$ cat src/rtl/rbde_pkg.sv
package rbde_pkg;

    // function codes of an input item
    localparam logic [1:0] FUNC_START_DISC  = 2'd0;
    localparam logic [1:0] FUNC_START_IDENT = 2'd1;
    localparam logic [1:0] FUNC_RX_DISC     = 2'd2;
    localparam logic [1:0] FUNC_RX_ENUM     = 2'd3;

    // frame kinds sent onto the ring
    localparam logic [1:0] KIND_DISCOVER = 2'd0;
    localparam logic [1:0] KIND_ENUM     = 2'd1;
    localparam logic [1:0] KIND_IDENT    = 2'd2;

    // sequence ceiling for forwarding, and nibble of a node without an id
    localparam logic [3:0] SEQ_LIMIT    = 4'hf;
    localparam logic [3:0] NO_ID_NIBBLE = 4'hf;

    // configuration register indexes
    localparam int unsigned CFG_INDEX_W = 3;
    localparam logic [CFG_INDEX_W-1:0] CFG_UUID_LOW        = 3'd0;
    localparam logic [CFG_INDEX_W-1:0] CFG_UUID_HIGH       = 3'd1;
    localparam logic [CFG_INDEX_W-1:0] CFG_VERSION_BYTE    = 3'd2;
    localparam logic [CFG_INDEX_W-1:0] CFG_PRODUCT_BYTE    = 3'd3;
    localparam logic [CFG_INDEX_W-1:0] CFG_PARAMS_PER_NODE = 3'd4;

    // index of the last frame in one ident burst
    localparam logic [2:0] IDENT_LAST_IDX = 3'd5;

    typedef struct packed {
        logic [1:0] func;
        logic [3:0] node_nibble;
        logic [7:0] data_byte_1;
        logic [7:0] data_byte_2;
        logic [7:0] data_byte_3;
    } in_item_t;

    typedef struct packed {
        logic [1:0] frame_kind;
        logic [3:0] frame_nibble;
        logic [7:0] out_byte_1;
        logic [7:0] out_byte_2;
        logic [7:0] out_byte_3;
        logic       last_frame;
    } out_item_t;

    typedef struct packed {
        logic [63:0] uuid_low;
        logic [63:0] uuid_high;
        logic [7:0]  version_byte;
        logic [7:0]  product_byte;
        logic [7:0]  params_per_node;
    } cfg_t;

    typedef struct packed {
        logic [1:0] kind;
        logic [3:0] nibble;
        logic [7:0] b1;
        logic [7:0] b2;
        logic [7:0] b3;
    } frame_t;

    typedef enum logic [1:0] {
        JOB_ONE,
        JOB_TWO,
        JOB_IDENT
    } job_op_t;

    // one queued job: up to two ready-made frames, or an ident burst
    typedef struct packed {
        job_op_t op;
        frame_t  f0;
        frame_t  f1;
    } job_t;

    function automatic logic [7:0] id_byte(input cfg_t c, input logic [3:0] i);
        logic [127:0] w;
        w = {c.uuid_high, c.uuid_low};
        return w[{i, 3'b000} +: 8];
    endfunction

    function automatic logic [23:0] make_token(input cfg_t c);
        logic [7:0] t_hi;
        logic [7:0] t_mid;
        logic [7:0] t_lo;
        t_hi  = c.version_byte ^ id_byte(c, 4'd10) ^ id_byte(c, 4'd7)
              ^ id_byte(c, 4'd4) ^ id_byte(c, 4'd1);
        t_mid = id_byte(c, 4'd9) ^ id_byte(c, 4'd6) ^ id_byte(c, 4'd3)
              ^ id_byte(c, 4'd0);
        t_lo  = id_byte(c, 4'd11) ^ id_byte(c, 4'd8) ^ id_byte(c, 4'd5)
              ^ id_byte(c, 4'd2) ^ c.product_byte;
        return {t_hi, t_mid, t_lo};
    endfunction

endpackage

$ cat src/rtl/rbde_front.sv
module rbde_front (
    input  logic              clk,
    input  logic              rst_n,
    input  rbde_pkg::cfg_t    cfg,
    input  logic              in_valid,
    input  rbde_pkg::in_item_t in_data,
    output logic              in_stall,
    input  logic              q_full,
    output logic              push,
    output rbde_pkg::job_t    push_job
);
    import rbde_pkg::*;

    logic        token_ready_reg, token_ready_next;
    logic [23:0] token_reg, token_next;
    logic [3:0]  node_id_reg, node_id_next;
    logic        node_id_valid_reg, node_id_valid_next;
    logic [3:0]  peer_count_reg, peer_count_next;

    logic        accept;
    logic        want_push;
    logic [23:0] tok;
    logic [23:0] other;
    logic        seq_ok;
    logic        no_peers;
    frame_t      own_frame;
    frame_t      fwd_frame;
    frame_t      enum_frame;
    logic [3:0]  enum_id;
    logic [7:0]  enum_offset;

    assign in_stall = q_full;
    assign accept   = in_valid && !q_full;
    assign push     = accept && want_push;

    always_comb
    begin
        tok      = token_ready_reg ? token_reg : make_token(cfg);
        other    = {in_data.data_byte_1, in_data.data_byte_2, in_data.data_byte_3};
        seq_ok   = (in_data.node_nibble < SEQ_LIMIT);
        no_peers = (peer_count_reg == 4'd0);

        own_frame = '{kind: KIND_DISCOVER, nibble: 4'd0,
                      b1: tok[23:16], b2: tok[15:8], b3: tok[7:0]};
        fwd_frame = '{kind: KIND_DISCOVER, nibble: in_data.node_nibble + 4'd1,
                      b1: other[23:16], b2: other[15:8], b3: other[7:0]};

        // enum from id 0 on token return carries offset params_per_node, otherwise id sender+1, offset sender's+params
        enum_id     = (in_data.func == FUNC_RX_ENUM) ? in_data.node_nibble + 4'd1 : 4'd0;
        enum_offset = ((in_data.func == FUNC_RX_ENUM) ? in_data.data_byte_3 : 8'd0)
                    + cfg.params_per_node;
        enum_frame  = '{kind: KIND_ENUM, nibble: enum_id,
                        b1: cfg.version_byte, b2: cfg.product_byte, b3: enum_offset};

        token_ready_next   = token_ready_reg;
        token_next         = token_reg;
        node_id_next       = node_id_reg;
        node_id_valid_next = node_id_valid_reg;
        peer_count_next    = peer_count_reg;
        want_push          = 1'b0;
        push_job           = '{op: JOB_ONE, f0: own_frame, f1: fwd_frame};

        unique case (in_data.func)
            FUNC_START_DISC:
            begin
                token_ready_next = 1'b1;
                token_next       = tok;
                if (no_peers)
                begin
                    node_id_next       = 4'd0;
                    node_id_valid_next = 1'b1;
                    want_push          = 1'b1;
                end
            end
            FUNC_START_IDENT:
            begin
                want_push          = 1'b1;
                push_job.op        = JOB_IDENT;
                push_job.f0.kind   = KIND_IDENT;
                push_job.f0.nibble = node_id_valid_reg ? node_id_reg : NO_ID_NIBBLE;
            end
            FUNC_RX_DISC:
            begin
                if (!token_ready_reg)
                begin
                    token_ready_next = 1'b1;
                    token_next       = tok;
                    if (no_peers)
                    begin
                        node_id_next       = 4'd0;
                        node_id_valid_next = 1'b1;
                        want_push          = 1'b1;
                        push_job.op        = seq_ok ? JOB_TWO : JOB_ONE;
                    end
                    else if (seq_ok)
                    begin
                        want_push   = 1'b1;
                        push_job.f0 = fwd_frame;
                    end
                end
                else if (other == token_reg)
                begin
                    // own token came home: its sequence is the peer count
                    peer_count_next = in_data.node_nibble;
                    if (node_id_valid_reg && node_id_reg == 4'd0)
                    begin
                        want_push   = 1'b1;
                        push_job.f0 = enum_frame;
                    end
                end
                else
                begin
                    if (other > token_reg)
                        node_id_valid_next = 1'b0;
                    if (seq_ok)
                    begin
                        want_push   = 1'b1;
                        push_job.f0 = fwd_frame;
                    end
                end
            end
            FUNC_RX_ENUM:
            begin
                if (!node_id_valid_reg)
                begin
                    node_id_next       = enum_id;
                    node_id_valid_next = 1'b1;
                    want_push          = 1'b1;
                    push_job.f0        = enum_frame;
                end
            end
            default:
            begin
                want_push = 1'b0;
            end
        endcase
    end

    always_ff @(posedge clk or negedge rst_n)
    begin
        if (!rst_n)
        begin
            token_ready_reg   <= 1'b0;
            token_reg         <= '0;
            node_id_reg       <= '0;
            node_id_valid_reg <= 1'b0;
            peer_count_reg    <= '0;
        end
        else if (accept)
        begin
            token_ready_reg   <= token_ready_next;
            token_reg         <= token_next;
            node_id_reg       <= node_id_next;
            node_id_valid_reg <= node_id_valid_next;
            peer_count_reg    <= peer_count_next;
        end
    end

endmodule

$ cat src/rtl/rbde_queue.sv
module rbde_queue (
    input  logic           clk,
    input  logic           rst_n,
    input  logic           push,
    input  rbde_pkg::job_t push_job,
    output logic           full,
    input  logic           pop,
    output logic           head_valid,
    output rbde_pkg::job_t head_job
);
    import rbde_pkg::*;

    job_t       slot_reg [2];
    logic       wr_ptr_reg;
    logic       rd_ptr_reg;
    logic [1:0] count_reg, count_next;
    logic       do_pop;

    assign full       = (count_reg == 2'd2);
    assign head_valid = (count_reg != 2'd0);
    assign head_job   = slot_reg[rd_ptr_reg];
    assign do_pop     = pop && head_valid;

    always_comb
    begin
        count_next = count_reg;
        if (push && !do_pop)
            count_next = count_reg + 2'd1;
        else if (!push && do_pop)
            count_next = count_reg - 2'd1;
    end

    always_ff @(posedge clk)
    begin
        if (push)
            slot_reg[wr_ptr_reg] <= push_job;
    end

    always_ff @(posedge clk or negedge rst_n)
    begin
        if (!rst_n)
        begin
            wr_ptr_reg <= 1'b0;
            rd_ptr_reg <= 1'b0;
            count_reg  <= '0;
        end
        else
        begin
            if (push)
                wr_ptr_reg <= !wr_ptr_reg;
            if (do_pop)
                rd_ptr_reg <= !rd_ptr_reg;
            count_reg <= count_next;
        end
    end

endmodule

$ cat src/rtl/rbde_back.sv
module rbde_back (
    input  logic               clk,
    input  logic               rst_n,
    input  rbde_pkg::cfg_t     cfg,
    input  logic               head_valid,
    input  rbde_pkg::job_t     head_job,
    output logic               pop,
    output logic               out_valid,
    output rbde_pkg::out_item_t out_data,
    input  logic               out_stall
);
    import rbde_pkg::*;

    logic      cur_valid_reg, cur_valid_next;
    job_t      cur_job_reg;
    logic [2:0] idx_reg, idx_next;
    logic      out_valid_reg, out_valid_next;
    out_item_t out_reg;

    logic      advance;
    logic      is_last;
    frame_t    frame;

    assign advance   = cur_valid_reg && (!out_valid_reg || !out_stall);
    assign pop       = head_valid && (!cur_valid_reg || (advance && is_last));
    assign out_valid = out_valid_reg;
    assign out_data  = out_reg;

    always_comb
    begin
        frame = cur_job_reg.f0;
        unique case (cur_job_reg.op)
            JOB_ONE:
            begin
                is_last = 1'b1;
            end
            JOB_TWO:
            begin
                is_last = (idx_reg == 3'd1);
                if (idx_reg != 3'd0)
                    frame = cur_job_reg.f1;
            end
            JOB_IDENT:
            begin
                is_last = (idx_reg == IDENT_LAST_IDX);
                // version and product lead the first frame; id bytes follow highest first, three to each later frame
                unique case (idx_reg)
                    3'd0:
                    begin
                        frame.b1 = cfg.version_byte;
                        frame.b2 = cfg.product_byte;
                        frame.b3 = id_byte(cfg, 4'd15);
                    end
                    3'd1:
                    begin
                        frame.b1 = id_byte(cfg, 4'd14);
                        frame.b2 = id_byte(cfg, 4'd13);
                        frame.b3 = id_byte(cfg, 4'd12);
                    end
                    3'd2:
                    begin
                        frame.b1 = id_byte(cfg, 4'd11);
                        frame.b2 = id_byte(cfg, 4'd10);
                        frame.b3 = id_byte(cfg, 4'd9);
                    end
                    3'd3:
                    begin
                        frame.b1 = id_byte(cfg, 4'd8);
                        frame.b2 = id_byte(cfg, 4'd7);
                        frame.b3 = id_byte(cfg, 4'd6);
                    end
                    3'd4:
                    begin
                        frame.b1 = id_byte(cfg, 4'd5);
                        frame.b2 = id_byte(cfg, 4'd4);
                        frame.b3 = id_byte(cfg, 4'd3);
                    end
                    default:
                    begin
                        frame.b1 = id_byte(cfg, 4'd2);
                        frame.b2 = id_byte(cfg, 4'd1);
                        frame.b3 = id_byte(cfg, 4'd0);
                    end
                endcase
            end
            default:
            begin
                is_last = 1'b1;
            end
        endcase
    end

    always_comb
    begin
        cur_valid_next = cur_valid_reg;
        idx_next       = idx_reg;
        if (pop)
        begin
            cur_valid_next = 1'b1;
            idx_next       = 3'd0;
        end
        else if (advance)
        begin
            if (is_last)
                cur_valid_next = 1'b0;
            else
                idx_next = idx_reg + 3'd1;
        end

        out_valid_next = advance || (out_valid_reg && out_stall);
    end

    always_ff @(posedge clk)
    begin
        if (pop)
            cur_job_reg <= head_job;
        if (advance)
            out_reg <= '{frame_kind: frame.kind, frame_nibble: frame.nibble,
                         out_byte_1: frame.b1, out_byte_2: frame.b2,
                         out_byte_3: frame.b3, last_frame: is_last};
    end

    always_ff @(posedge clk or negedge rst_n)
    begin
        if (!rst_n)
        begin
            cur_valid_reg <= 1'b0;
            idx_reg       <= '0;
            out_valid_reg <= 1'b0;
        end
        else
        begin
            cur_valid_reg <= cur_valid_next;
            idx_reg       <= idx_next;
            out_valid_reg <= out_valid_next;
        end
    end

endmodule

$ cat src/rtl/ring_bus_discover_enumerate.sv
// channel | direction | handshake          | payload
// in      | to node   | in_valid/in_stall   | in_data (func, nibble, three data bytes)
// out     | from node | out_valid/out_stall | out_data (one frame to send onto the ring)
// cfg     | to node   | cfg_we              | cfg_index, cfg_data
//
// the front takes one beat per cycle while the job queue (two entries) has room
// the back sends one frame per cycle while out is not stalled: an ident start yields six frames,
// a discover received before any token up to two, everything else one or none
// an accepted beat goes through a queue slot, the current job register and the output register to its first frame
// reset clears node state, the queue count and out_valid; config resets to zero
// a stall on out backs up the queue and then raises in_stall
module ring_bus_discover_enumerate (
    input  logic                                   clk,
    input  logic                                   rst_n,
    input  logic                                   in_valid,
    output logic                                   in_stall,
    input  rbde_pkg::in_item_t                     in_data,
    output logic                                   out_valid,
    input  logic                                   out_stall,
    output rbde_pkg::out_item_t                    out_data,
    input  logic                                   cfg_we,
    input  logic [rbde_pkg::CFG_INDEX_W-1:0]       cfg_index,
    input  logic [63:0]                            cfg_data
);
    import rbde_pkg::*;

    cfg_t cfg_reg;

    // front to queue
    logic q_full;
    logic push;
    job_t push_job;

    // queue to back
    logic head_valid;
    job_t head_job;
    logic pop;

    // configuration registers; the user must write them only while the node is idle, the block does not enforce it
    always_ff @(posedge clk or negedge rst_n)
    begin
        if (!rst_n)
        begin
            cfg_reg <= '0;
        end
        else if (cfg_we)
        begin
            unique case (cfg_index)
                CFG_UUID_LOW:        cfg_reg.uuid_low        <= cfg_data;
                CFG_UUID_HIGH:       cfg_reg.uuid_high       <= cfg_data;
                CFG_VERSION_BYTE:    cfg_reg.version_byte    <= cfg_data[7:0];
                CFG_PRODUCT_BYTE:    cfg_reg.product_byte    <= cfg_data[7:0];
                CFG_PARAMS_PER_NODE: cfg_reg.params_per_node <= cfg_data[7:0];
                default:             cfg_reg                 <= cfg_reg;
            endcase
        end
    end

    // front: holds token, id and peer count, turns each beat into at most one job
    rbde_front u_front (
        .clk      (clk),
        .rst_n    (rst_n),
        .cfg      (cfg_reg),
        .in_valid (in_valid),
        .in_data  (in_data),
        .in_stall (in_stall),
        .q_full   (q_full),
        .push     (push),
        .push_job (push_job)
    );

    // short job queue so the front keeps taking beats while frames drain
    rbde_queue u_queue (
        .clk        (clk),
        .rst_n      (rst_n),
        .push       (push),
        .push_job   (push_job),
        .full       (q_full),
        .pop        (pop),
        .head_valid (head_valid),
        .head_job   (head_job)
    );

    // back: expands jobs into frames behind a registered output
    rbde_back u_back (
        .clk        (clk),
        .rst_n      (rst_n),
        .cfg        (cfg_reg),
        .head_valid (head_valid),
        .head_job   (head_job),
        .pop        (pop),
        .out_valid  (out_valid),
        .out_data   (out_data),
        .out_stall  (out_stall)
    );

endmodule

$ cat config.mk
export PLATFORM = sky130hd
export DESIGN_NAME = ring_bus_discover_enumerate
export DESIGN_NICKNAME = d
export VERILOG_FILES = /design/src/rtl/rbde_pkg.sv /design/src/rtl/rbde_front.sv /design/src/rtl/rbde_queue.sv /design/src/rtl/rbde_back.sv /design/src/rtl/ring_bus_discover_enumerate.sv
export SDC_FILE = /design/constraint.sdc
export NUM_CORES = 1
export LEC_CHECK = 0
export BUFFER_PORTS_ARGS = -buffer_cell sky130_fd_sc_hd__buf_4
export CELL_PAD_IN_SITES_DETAIL_PLACEMENT = 1
export CELL_PAD_IN_SITES_GLOBAL_PLACEMENT = 1
export CORE_ASPECT_RATIO = 1.2
export CORE_MARGIN = 2
export CORE_UTILIZATION = 54
export CTS_CLUSTER_SIZE = 12
export DETAILED_ROUTE_END_ITERATION = 10
export PLACE_DENSITY_LB_ADDON = 0.1
export SLEW_MARGIN = 20
export SYNTH_ARGS = -nofsm -noshare
export SYNTH_HDL_FRONTEND = slang
export SYNTH_SLANG_ARGS = --single-unit
$ cat constraint.sdc
create_clock -name clk -period 10.7 [get_ports clk]
set_clock_uncertainty 0.15 [all_clocks]
set_input_delay 2.14 -clock clk [delete_from_list [all_inputs] [get_ports clk]]
set_output_delay 2.14 -clock clk [all_outputs]
set_load 0.05 [all_outputs]
==> metrics.txt, run 1 <==
status finished clean; sequential-to-total area share from yosys stat between 50 and 60%; DPL Wire Length about 40,000 um; P&R area growth vs syn 13.82%; Inserted Clock Buffers 41; Worst Hold Depth 2; Die Wd 177.0 um; async set-reset flop share out of synthesis 48.39%; Die ar. about 0.037 mm^2; Gate power share between 30% and 40%; Initial Util a little over half; Hold Path Class register to register; P_int between 3 and 4 mW; Cell Rows 76; count of final hold-check violations 0; reg-to-reg startpoint u_front.token_reg[22]$_DFFE_PN0P_; Mapped Area roughly 0.019 mm^2; slowest CP cell buf_4; layout cell share with drive strength beyond 1 28.50%; Max H-tree Level 2; Crit path required time 10.70 ns; post-route antenna net violation count 0; Sequential Area 0.01113 mm^2; Critical Path Sink Type register; routed len/inst 26.78 um; Reg2Reg Depth 10; detailed-route wire length about 57,000 um; Via Count about 13,000; critical path class input port to register; Final period util 51.83%; post-route non-filler standard cell count around 2,100; drt initial violations about 1,100; Post-DP Area around 0.021 mm^2; Worst R2R End u_queue.slot_reg[0][5]$_DFFE_PP_; max FFs per register approximately 150; min-delay src u_front.node_id_reg[3]$_DFFE_PN0P_; Post-synth EDFFs 208; Flop pwr share 39.9%; setup bufs post-CTS 0; ys flop type edfxtp_1; CP cell instances buf_4, ha_1, nand4_2, or4_4, nor4_4, buf_4, o211ai_1, a221oi_2, nor2b_4, buf_4; max-cap check violation count 0; min Tclk post-route approximately 5.5 ns; Core ar. ~0.036 mm^2; first-pass GRT wire length just under 90,000 um; cell mode on critical path buf_4; crit path launch type input port; # IOs around 140; Hold Path Sink u_front.node_id_reg[3]$_DFFE_PN0P_; initial antenna violation count 4; clock share of power roughly a fifth; crit-path max cell delay about 0.62 ns; Setup TNS 0 ns; RSZ-0062 raised after global routing false; GP Congestion approximately 0.93; CTS tree done; post-cts sizing count 0; gr usage total between 30% and 40%; synthesized instance count 1,522; Reg2Reg Setup Slack roughly 6.4 ns; DR vias/cell around 6.3; Netlist cell types 62; final setup violation count 0; CP max FO 59; dpl cells approximately 2,100; Crit path arrival time roughly 5.6 ns; Clock Sinks approximately 400; area occupied by multi-input gates around 0.008 mm^2; # port buffers 134; syn_area_per_cell 12.74 um^2; Reg clk slew, reported paths 0.06 ns; drc violations 0; peak supply drop between 150 and 200 uV; largest net degree at the start of global routing 121; fmax 180.3 MHz; Pre-antenna DRT Iters 6; number of global-route vias before repair 14,320; PD cells between 200 and 300 mW/mm^2; yosys warns 0; Root Driver clkbuf_16; fin. max-slew vios 0; relative slew slack 27.81%; switch share about 39%; NetSw between 2 and 2.5 mW; fin area approximately 0.022 mm^2; Worst-Skew Late Latency 0.54 ns; Worst Max-Slew Pin Slew approximately 1.1 ns; Layout Nets 1,781; Static Leakage slightly below 9 nW; final worst setup slack between 5 and 6 ns; Yosys reg bits about 400; DP Worst Slack around 4.6 ns; grt ovf 0; Mapped Nets 1,669; crit-path leading delay family simple AND/OR/NAND/NOR gates; filler instances 3,541; Hold Buf Count CTS 0; Die Y-Extent ~210 um; Bufs and invs on worst path 3; CTS Buffer Depth 3
[layout make-up]
cell class,count,area share (%)
multi-input cells,987,35.24
flip-flops and latches,403,50.41
clock inverters,2,0.04534
well taps,468,2.653
diodes,1,0.01134
repair buffers,161,5.504
inverters,40,0.6802
clock buffers,70,5.458
[cells by family (layout without fill, tap and decap cells)]
kind of cell	count (synthesis)	in the layout	synth area share, %
AOI/OAI and AO/OA	387	387	13.30
xor gates and xnor gates	103	103	4.651
adders and majority gates	45	45	2.942
buffers and inverters	132	273	2.729
DFF	403	403	57.36
muxes	239	239	13.80
other	0	1	0
and+or+nand+nor	213	213	5.219
[worst max path at each step]
stage	from	end	cells past startpoint
after CTS	in_data[22]	u_queue.slot_reg[0][1]$_DFFE_PP_	10
after global placement	in_data[22]	u_queue.slot_reg[0][37]$_DFFE_PP_	10
after detailed placement	in_data[22]	u_queue.slot_reg[0][7]$_DFFE_PP_	10
after floorplan	in_data[22]	u_queue.slot_reg[0][0]$_DFFE_PP_	7
after global routing	in_data[22]	u_queue.slot_reg[0][1]$_DFFE_PP_	10
final	in_data[22]	u_queue.slot_reg[0][5]$_DFFE_PP_	10
[worst min-delay path: cells and delay by family (launching register included)]
kind | cells | cell delay (ns)
flops | 1 | 0.33
simple gates | 1 | 0.04
compound gates | 1 | 0.07
[synthesized netlist by cell type, types with 3 or more instances]
master    count  area [um^2]
a211o_1       6        52.55
a211oi_1      6        45.04
a21o_1       10        75.07
a21oi_1      85        425.4
a221o_1      10        100.1
a221oi_2      4        60.06
a222oi_1     24        240.2
a22o_1       24        210.2
a22oi_1      40        300.3
a31o_2        6        52.55
a31oi_1      10        62.56
a32oi_1       4        35.03
and2_1       15        93.84
buf_1        12        45.04
buf_2         4        20.02
clkbuf_1     72        270.3
dfrtp_1     195         4880
edfxtp_1    208         6246
ha_1         44        550.5
inv_1        40        150.1
mux2_2      227         2556
mux2i_1      12        120.1
nand2_1      84        315.3
nand2b_1      7        43.79
nand3_1      14        70.07
nand4_1       4        25.02
nor2_1       49        183.9
nor2b_1       9        56.30
nor3_1       10        50.05
nor4_1        3        18.77
o211ai_1     14        105.1
o21a_1        6        45.04
o21ai_0     115        575.6
o21ai_1       3        15.01
o21bai_1      4        30.03
o221ai_1      3        26.28
o22ai_1       4        25.02
or2_2         3        18.77
or4_1         3        22.52
xnor2_1      73        639.4
xor2_1       30        262.8
[routing by layer]
| metal | vias up | track usage, % | wire length [um] | share of wire [%] |
|---|---|---|---|---|
| met5 | - | 0 | 12 | 0.021 |
| met4 | 2 | 11.29 | 1901 | 3.3 |
| met3 | 107 | 5.514 | 3647 | 6.4 |
| met2 | 454 | 51.29 | 28050 | 49 |
| met1 | 6938 | 41.70 | 23490 | 41 |
| li1 | 5907 | - | - | - |
[metrics by stage]
step / util [%] / hold WS [ns] / power (mW)
floorplan: - / 0.2913 / 4.054
global placement: 58.48 / 0.3111 / 4.863
detailed placement: 58.48 / 0.3212 / 4.989
CTS: 61.88 / 0.3399 / 6.352
global route: 61.90 / 0.3818 / 6.637
finish: 61.91 / 0.3361 / 6.332
[power by group through the flow]
stage	Combinational (mW)	Sequential (mW)	Clock, mW
2_1_floorplan	1.38	2.67	0
3_3_place_gp	2.36	2.50	0
3_5_place_dp	2.44	2.54	0
4_1_cts	2.48	2.52	1.35
5_1_grt	2.65	2.58	1.41
6_report	2.48	2.53	1.33
[cell usage in the layout, fill, tap and decap left out, drive strengths merged, types with 3 or more instances in the layout]
cell type / instances
mux2: 227
edfxtp: 208
dfrtp: 195
buf: 160
o21ai: 119
a21oi: 85
nand2: 84
xnor2: 73
clkbuf: 71
nor2: 49
ha: 44
inv: 40
a22oi: 40
xor2: 30
a222oi: 24
a22o: 24
and2: 17
nand3: 14
o211ai: 14
mux2i: 12
a21o: 10
a31oi: 10
a221o: 10
nor3: 10
nor2b: 9
nand2b: 7
a31o: 6
a211o: 6
a211oi: 6
o21a: 6
nand4: 5
a221oi: 5
or4: 5
o22ai: 4
a32oi: 4
o21bai: 4
nor4: 4
or2: 3
o221ai: 3
or3: 3
Note: power is estimated with default switching activity, not from simulation.
==> run 2, diff against run 1 <==
CORE_UTILIZATION = 50   (was 54)
clock period = 5.45 ns   (was 10.7 ns; I/O delays follow)
==> run 2 against run 1 <==
  * Final cell count rose by 1.3%
  * Total power increased by 98%
  * First-iteration DRC count shrank 11%
  * Routed wire length is 1.3% lower
  * Critical path depth down 1
  * Setup slack worse by 3.7 ns
  * Combinational power up 93%
  * Non-clock buffer count grew 5
  * Sequential share of layout area shrank 0.47 points
  * Flip-flop and latch count unchanged
==> metrics.txt, run 2 (synthesized netlist as in run 1, its figures left out) <==
max-cap check violation count 0 (unchanged); WL met1 24,820 um (+5.7%); final core utilization 57.80% (-4.1 points); # IOs 135 (unchanged); Min Hold Slack 0.3241 ns (-0.01199 ns); Critical Path Sink Type register; Layout Nets 1,787 (+0.34%); top sig layer met4; Crit path arrival time 4.05 ns (-1.50 ns); number of global-route vias before repair 13,820 (-3.5%); routed len/inst 26.10 um (-2.6%); min Tclk post-route 3.963 ns; drc violations 0 (unchanged); Reg2Reg Setup Slack 1.63 ns (-4.73 ns); Inserted Clock Buffers 42 (+2.4%); drt initial violations 972 (-11%); reg-to-reg startpoint u_front.token_reg[19]$_DFFE_PN0P_; status finished clean; Die Wd 183.8 um (+3.8%); Static Leakage 8.766 nW (+1.0%); Root Driver clkbuf_16; Core ar. 0.03855 mm^2 (+8.1%); Die Y-Extent 219.8 um (+3.8%); setup bufs post-CTS 0 (unchanged); PD cells 563.4 mW/mm^2 (+96%); min-delay src u_front.node_id_reg[3]$_DFFE_PN0P_; Worst Hold Depth 2 (unchanged); antenna fix cells 0 (-1); detailed-route wire length 56,350 um (-1.3%); Worst R2R End u_queue.slot_reg[1][1]$_DFFE_PP_; fmax 252.4 MHz; Pre-antenna DRT Iters 5 (-1); Worst-Skew Late Latency 0.55 ns (about the same); Max H-tree Level 2 (unchanged); Reg2Reg Depth 9 (-1); Hold Path Class register to register; layout cell share with drive strength beyond 1 28.93% (+0.43 points); final setup violation count 0 (unchanged); commonest non-fill, non-tap cell in the layout mux2_2; Crit path required time 5.54 ns (-5.16 ns); P&R area growth vs syn 14.89%; Final period util a little over 70%; met3 WL 2695 um (-26%); Worst Max-Slew Pin Slew 0.9839 ns (-0.09665 ns); CP max FO 28 (-53%); dpl cells 2,082 (+1.1%); relative slew slack 34.41% (+6.6 points); Hold Path Sink u_front.node_id_reg[3]$_DFFE_PN0P_; Via Count 13,350 (-0.45%); peak supply drop 287.0 uV (+58%); count of final hold-check violations 0 (unchanged); post-route antenna net violation count 0 (unchanged); Setup TNS 0 ns (unchanged); most frequent cells in the layout mux2_2, edfxtp_1, dfrtp_1; Die ar. 0.04039 mm^2 (+7.8%); max FFs per register 152 (unchanged); first-pass GRT wire length 86,390 um (-0.99%); CTS Buffer Depth 3 (unchanged); DR vias/cell 6.182 (-1.7%); post-route non-filler standard cell count 2,159 (+1.3%); largest net degree at the start of global routing 104 (-14%); fin. max-slew vios 0 (unchanged); # port buffers 134 (unchanged); gr usage total 28.55% (-2.7 points); crit path launch type input port; DPL Wire Length 39,510 um (-0.25%); initial antenna violation count 3 (-1); Cell Rows 79 (+3.9%); critical path class input port to register; post-cts sizing count 0 (unchanged); grt ovf 0 (unchanged); Hold Buf Count CTS 0 (unchanged); Initial Util 50.31% (-4.1 points); RSZ-0062 raised after global routing false; Reg clk slew, reported paths 0.06 ns (about the same); GP Congestion 0.9131 (-1.4%); Clock Sinks 403 (unchanged); met2 wire len 27,440 um (-2.2%); CTS tree done
[run 2: critical path, stage by stage]
cell      delay, ns
buf_4          0.14
ha_1           0.33
nand4_1        0.16
or4_4          0.59
nor4_4         0.32
o211ai_1       0.15
a221oi_2       0.39
and2_2         0.58
buf_12         0.27
[run 2: worst max-delay path by stage]
stage | from | endpoint | cells after the start
after floorplan | in_data[22] | u_queue.slot_reg[0][0]$_DFFE_PP_ | 7
after detailed placement | in_data[19] | u_queue.slot_reg[1][37]$_DFFE_PP_ | 9
final | in_data[19] | u_queue.slot_reg[1][1]$_DFFE_PP_ | 9
after CTS | in_data[19] | u_queue.slot_reg[1][48]$_DFFE_PP_ | 9
after global placement | in_data[19] | u_queue.slot_reg[1][23]$_DFFE_PP_ | 9
after global routing | in_data[22] | u_queue.slot_reg[1][48]$_DFFE_PP_ | 9
[run 2: power by group]
group	total, mW	leakage, nW	internal (mW)	switching, mW
Sequential	4.99	4.34	4.37	0.619
Clock	2.78	0.636	1.60	1.18
Combinational	4.78	3.79	1.76	3.02
Total	12.6	8.77	7.74	4.81
[run 2: per-layer routing]
| layer | global-route usage (%) | up-vias |
|---|---|---|
| li1 | - | 5927 |
| met1 | 39.72 | 6938 |
| met2 | 47.21 | 408 |
| met3 | 3.884 | 75 |
| met4 | 7.920 | 0 |
| met5 | 0 | - |
[run 2: layout make-up]
| class | count | area (um^2) |
|---|---|---|
| well taps | 486 | 608.1 |
| clock buffers | 73 | 1291 |
| inverters | 40 | 150.1 |
| repair buffers | 166 | 1303 |
| fillers | 3860 | 16270 |
| clock inverters | 4 | 23.77 |
| multi-input cells | 987 | 7779 |
| flip-flops and latches | 403 | 11130 |
[run 2: per-stage QoR]
| step | setup slack, ns | area, um^2 | power (mW) |
|---|---|---|---|
| 6_report | 1.487 | 22280 | 12.55 |
| 2_1_floorplan | 0.1704 | 19400 | 7.956 |
| 3_5_place_dp | 0.9016 | 20970 | 9.796 |
| 4_1_cts | 1.468 | 22280 | 12.61 |
| 3_3_place_gp | 0.9148 | 20960 | 9.607 |
| 5_1_grt | 1.308 | 22280 | 13.17 |
